<file path="src/rtl/romap_pkg.sv">
// ----------------------------------------------------------------------------
// romap_pkg
// shared constants, token type and controller states of the range offset map
// ----------------------------------------------------------------------------
package romap_pkg;

  localparam int TABLE_DEPTH = 256;
  localparam int IDX_W       = 8;
  localparam int ADDR_W      = 32;
  localparam int CNT_W       = 9;

  // item kinds carried on the input tuser bit
  localparam logic CMD_LOAD      = 1'b0;
  localparam logic CMD_TRANSLATE = 1'b1;

  // search token handed from cell to cell
  typedef struct packed {
    logic              valid;
    logic              stop;
    logic [ADDR_W-1:0] cand_src;
    logic [ADDR_W-1:0] cand_dst;
  } tok_t;

  typedef enum logic [1:0] {
    S_IDLE,
    S_SCAN,
    S_DONE
  } state_e;

endpackage

</file>
<file path="src/rtl/romap_cell.sv">
// ----------------------------------------------------------------------------
// romap_cell
// one map entry plus one stage of the search token chain
// ----------------------------------------------------------------------------
module romap_cell import romap_pkg::*; (
  input  logic              clk_i,
  input  logic              rst_ni,
  input  logic              wr_en_i,
  input  logic [ADDR_W-1:0] wr_src_i,
  input  logic [ADDR_W-1:0] wr_dst_i,
  input  logic              in_range_i,
  input  logic [ADDR_W-1:0] addr_i,
  input  tok_t              tok_i,
  output tok_t              tok_o
);

  logic [ADDR_W-1:0] src_q;
  logic [ADDR_W-1:0] dst_q;
  tok_t              tok_d;
  logic              tok_valid_q;
  logic              tok_stop_q;
  logic [ADDR_W-1:0] cand_src_q;
  logic [ADDR_W-1:0] cand_dst_q;

  // entry storage, undefined until loaded
  always_ff @(posedge clk_i) begin
    if (wr_en_i) begin
      src_q <= wr_src_i;
      dst_q <= wr_dst_i;
    end
  end

  always_comb begin
    tok_d = tok_i;
    if (tok_i.valid && in_range_i && !tok_i.stop) begin
      if (src_q > addr_i) begin
        tok_d.stop = 1'b1;
      end else begin
        tok_d.cand_src = src_q;
        tok_d.cand_dst = dst_q;
      end
    end
  end

  always_ff @(posedge clk_i or negedge rst_ni) begin
    if (!rst_ni) begin
      tok_valid_q <= 1'b0;
    end else begin
      tok_valid_q <= tok_d.valid;
    end
  end

  always_ff @(posedge clk_i) begin
    tok_stop_q <= tok_d.stop;
    cand_src_q <= tok_d.cand_src;
    cand_dst_q <= tok_d.cand_dst;
  end

  assign tok_o = {tok_valid_q, tok_stop_q, cand_src_q, cand_dst_q};

endmodule

</file>
<file path="config.mk">
export PLATFORM = sky130hd
export DESIGN_NAME = romap_cell
export DESIGN_NICKNAME = d
export VERILOG_FILES = /design/src/rtl/romap_pkg.sv /design/src/rtl/romap_cell.sv
export SDC_FILE = /design/constraint.sdc
export NUM_CORES = 1
export LEC_CHECK = 0
export BUFFER_PORTS_ARGS = -buffer_cell sky130_fd_sc_hd__buf_2
export CAP_MARGIN = 30
export CORE_MARGIN = 2
export CORE_UTILIZATION = 42
export DETAILED_ROUTE_END_ITERATION = 7
export PLACE_DENSITY = 0.77
export SLEW_MARGIN = 20
export SYNTH_ARGS = -nofsm -noshare
export SYNTH_HDL_FRONTEND = slang
export SYNTH_SLANG_ARGS = --single-unit
</file>
<file path="constraint.sdc">
create_clock -name clk_i -period 2.6 [get_ports clk_i]
set_input_delay 0.39 -clock clk_i [delete_from_list [all_inputs] [get_ports clk_i]]
set_output_delay 0.39 -clock clk_i [all_outputs]
set_load 0.005 [all_outputs]
</file>
# After elaboration in Yosys (flattened, before gate mapping)
# Index checks and enable logic that the tools add are counted.
# word_totals
regBits	130
elab_cells	13
# op_classes
magnitude_cmp	1
n_mux	3
n_reduce_logical	3
# op_table
op	count
$mux 65	1
$mux 64	1
$gt 32x32->1	1
$logic_and 1x1->1	2
$logic_not 1->1	1
$mux 1	1

# Depth between registers and ports, before layout
# logic_depth
depth_word	3
ltp_mapped	9
depth_no_buf	8

# Worst setup path after synthesis
# OpenSTA, ideal clock, no wires.
# synth_path
path_kind	in2reg
from	in addr_i[31]
to	reg cand_dst_q[10]
setup_ps	123
arrival_ps	2496
path_slack_ps	-20
stages	9
n_path_buf	1
path_cell_list	inv_1 ha_1 nand4_1 nor4_1 and2_1 a21oi_1 nor4_4 buf_6 mux2_1
# synth_rtl
element	line_no	source
start, declared	romap_cell.sv:12	input logic [ADDR_W-1:0] addr_i,
end signal, assigned	romap_cell.sv:56	cand_dst_q <= tok_d.cand_dst;
end, declared	romap_cell.sv:23	logic [ADDR_W-1:0] cand_dst_q;

==> results.toml <==
[critical_path]
startpoint_type = "register"
rr_endpoint = "cand_src_q[25]"
required_ps = 2900
r2r_slack_ps = -80
ff2ff_path_depth = 9
critical_path.endpoint_type = "register"
cp_slowest_cell = "edfxtp_1"
critical_path_buf_inv_count = 2
max_stage_delay_ps = 420
cp.arrival_ps = 2980
critPathTopFamily = "simple AND/OR/NAND/NOR gates"
path_cells = "ha_4, nand4_1, nor4_2, or2b_1, a31oi_4, nor4_4, buf_6, clkbuf_16, mux2_4"
critPathKind = "register to register"
crit_fanout = 7
r2r_start = "src_q[7]"

[routing]
drt_wl_total_um = 12400
dr.pass1.iters = 4
ant_nets = 0
drtIter0Drc = 92
via_per_inst = 4.70
drc_errors = 0
wire_per_inst_um = 16.6
via_count = 3524

[synthesis]
ys_seq_elements = 130
seq_area_frac_synth_pct = 66.3
netlist_instances = 323
syn_avg_cell_area_um2 = 15.2
synth_cell_types = 26
ys_warn_count = 0
syn_nets = 521
syn_area_mm2 = 0.00490

[pwr]
intPower_w = 0.00409
peakVddDrop_mv = 0.561
p_leak_nw = 3.41
p_per_area_mw_per_mm2 = 723
switching_share_pct = 22.3
pwr-share-clk_pct = 43.8
p_comb_share_pct = 11.1
switchingPower_w = 0.00117
power.share.sequential_pct = 45.1

[grt]
grt_pass1_wl_um = 18000
track_usage_pct = 19.0
antenna_found_initial = 0
grt_max_degree = 65
overflow = 0
grt_pass1_vias = 3787

[cts]
clkTransAtPathRegs_ps = 60
cts_tree = "yes"
clock-root-buffer = "clkbuf_16"
h-tree-depth = 4
clkLatencyLatePin_ps = 410
cts_sinks = 130
clk_path_buf_depth = 2
cts_buffers = 17

[final_layout]
final_util_pct = 63.8
nFillCells = 870
final-seq-area_mm2 = 0.00325
mostFrequentLayoutCells = "buf_2, dfxtp_1, edfxtp_1"
layout_commonest_cell = "buf_2"
multiInputGateArea_mm2 = 0.00164
drive_gt1_share_pct = 54.7
n_antenna_cell = 0
nets = 792
area_growth_pct = 48.9

[timing]
fin_worst_skew_ps = 8.51
hold_slack_ps = 122
fin_crit_sh_pct = 103
fin_crit_ps = 2680
setup-violations-final = 64
slew_viol_final = 0
fmax_mhz = 372
tightestPinTransition_ps = 392
rsz0062_at_grt = "yes"
setup_ws_ps = -84.6
hold_viol_final = 0
slew_headroom_pct = 73.6

[floorplanning]
die_h_um = 112
start_util_pct = 42.9
coreArea_mm2 = 0.0114
num_rows = 39
die-area_mm2 = 0.0125
dieWidth_um = 112
io_pins = 232

[worst_hold_path]
hold_path_end = "tok_valid_q"
min_path_cells = 1
min_path_type = "primary input to register"
min_from = "tok_i[65]"

[outcome]
status = "finished with violations"
failed_checks = "setup timing"

[flow_run]
maxCapViolCount = 0

[placed_design]
gp_congestion = 0.752
port-buffer-count = 231
hpwl_um = 8320
-- through the flow --
stage	cell area, um^2	setup TNS [ps]	setup slack, ps	std cells	power (W)
floorplan	4910	0	5.79	323	0.00261
global placement	6330	-7690	-140	707	0.00289
detailed placement	6330	-9870	-183	707	0.00291
CTS	7020	-3740	-100	746	0.00524
global route	7290	-13490	-234	750	0.00547
finish	7290	-3700	-84.6	750	0.00527
-- per-layer routing --
metal  vias to the layer above  track usage, %  share of wire, %
met4                         0            7.56               1.7
met3                        20            7.68               7.4
met2                       141            34.2                52
li1                       1713               -                 -
met1                      1650            19.6                39
met5                         -               0                 0
-- final cells by class --
class | count | share of cell area (%)
sequential | 130 | 44.6
clock inverter | 13 | 1.82
timing repair buffer | 260 | 20.9
inverter | 32 | 1.65
clock buffer | 19 | 6.08
tap | 143 | 2.45
multi-input combinational | 153 | 22.6
-- power groups by stage --
stage                     Sequential, W  Combinational, W  Clock (W)
after floorplan                 0.00241          0.000192          0
after global placement          0.00241          0.000478          0
after detailed placement        0.00241          0.000495          0
after CTS                       0.00237          0.000524    0.00235
after global routing            0.00239          0.000645    0.00243
final                           0.00238          0.000585    0.00231
-- worst reg2reg max path: cells and delay by family (launching register included) --
kind / cells / cell delay [ps]
multiplexers: 1 / 310
adder cells (fa/ha/maj): 1 / 300
buffers and inverters: 2 / 420
AO/OA/AOI/OAI: 1 / 60
AND/OR/NAND/NOR: 4 / 1060
flip-flops: 1 / 420
-- Yosys cell counts --
master,instances,area (um^2)
nor3_1,1,5.00
a2111o_1,1,11.3
nor2_1,3,11.3
o21ai_0,7,35.0
nand4_1,8,50.1
and2_1,1,6.26
buf_4,2,15.0
nor4_1,2,12.5
nor4_4,1,21.3
nor2b_1,1,6.26
inv_1,32,120
o211ai_1,1,7.51
or2b_1,1,7.51
a221oi_1,1,8.76
dfxtp_1,65,1300
a21oi_1,17,85.1
mux2_2,4,45.0
buf_6,6,67.6
mux2_1,60,676
dfrtp_1,1,25.0
nand2_1,8,30.0
ha_1,32,400
edfxtp_1,64,1920
o21bai_1,1,7.51
a31oi_1,1,6.26
nand2b_1,2,12.5
-- registers in the layout, summed over array words and instances (netlist names) --
| name | cells |
|---|---|
| cand_dst_q | 32 |
| cand_src_q | 32 |
| dst_q | 32 |
| src_q | 32 |
| tok_stop_q | 1 |
| tok_valid_q | 1 |
-- kinds of logic after synthesis --
| kind of cell | Yosys count | synth area share, % |
|---|---|---|
| buffers and inverters | 40 | 4.14 |
| AND/OR/NAND/NOR | 28 | 3.32 |
| AO/OA/AOI/OAI | 29 | 3.30 |
| adder cells (fa/ha/maj) | 32 | 8.18 |
| multiplexers | 64 | 14.7 |
| flip-flops | 130 | 66.3 |
-- worst max path at each step --
stage	startpoint	end	slack [ps]	cells after the start
floorplan	addr_i[11]	cand_dst_q[10]	6	9
CTS	src_q[7]	cand_dst_q[0]	-100	10
global placement	addr_i[19]	cand_dst_q[2]	-140	12
detailed placement	addr_i[25]	cand_dst_q[7]	-180	12
finish	src_q[7]	cand_src_q[25]	-80	9
global route	src_q[5]	cand_src_q[12]	-230	9
-- repair_timing --
item | CTS | global route
hold buffers | 1 | 0
endpoints found under the hold margin | 1 | 0
endpoints found under the setup margin | 64 | 64
cloned | 2 | 4
resized for setup | 4 | 41
buffers inserted | 5 | 1
pin swaps | 5 | 4
No activity file was read; power rests on OpenSTA's default activity.
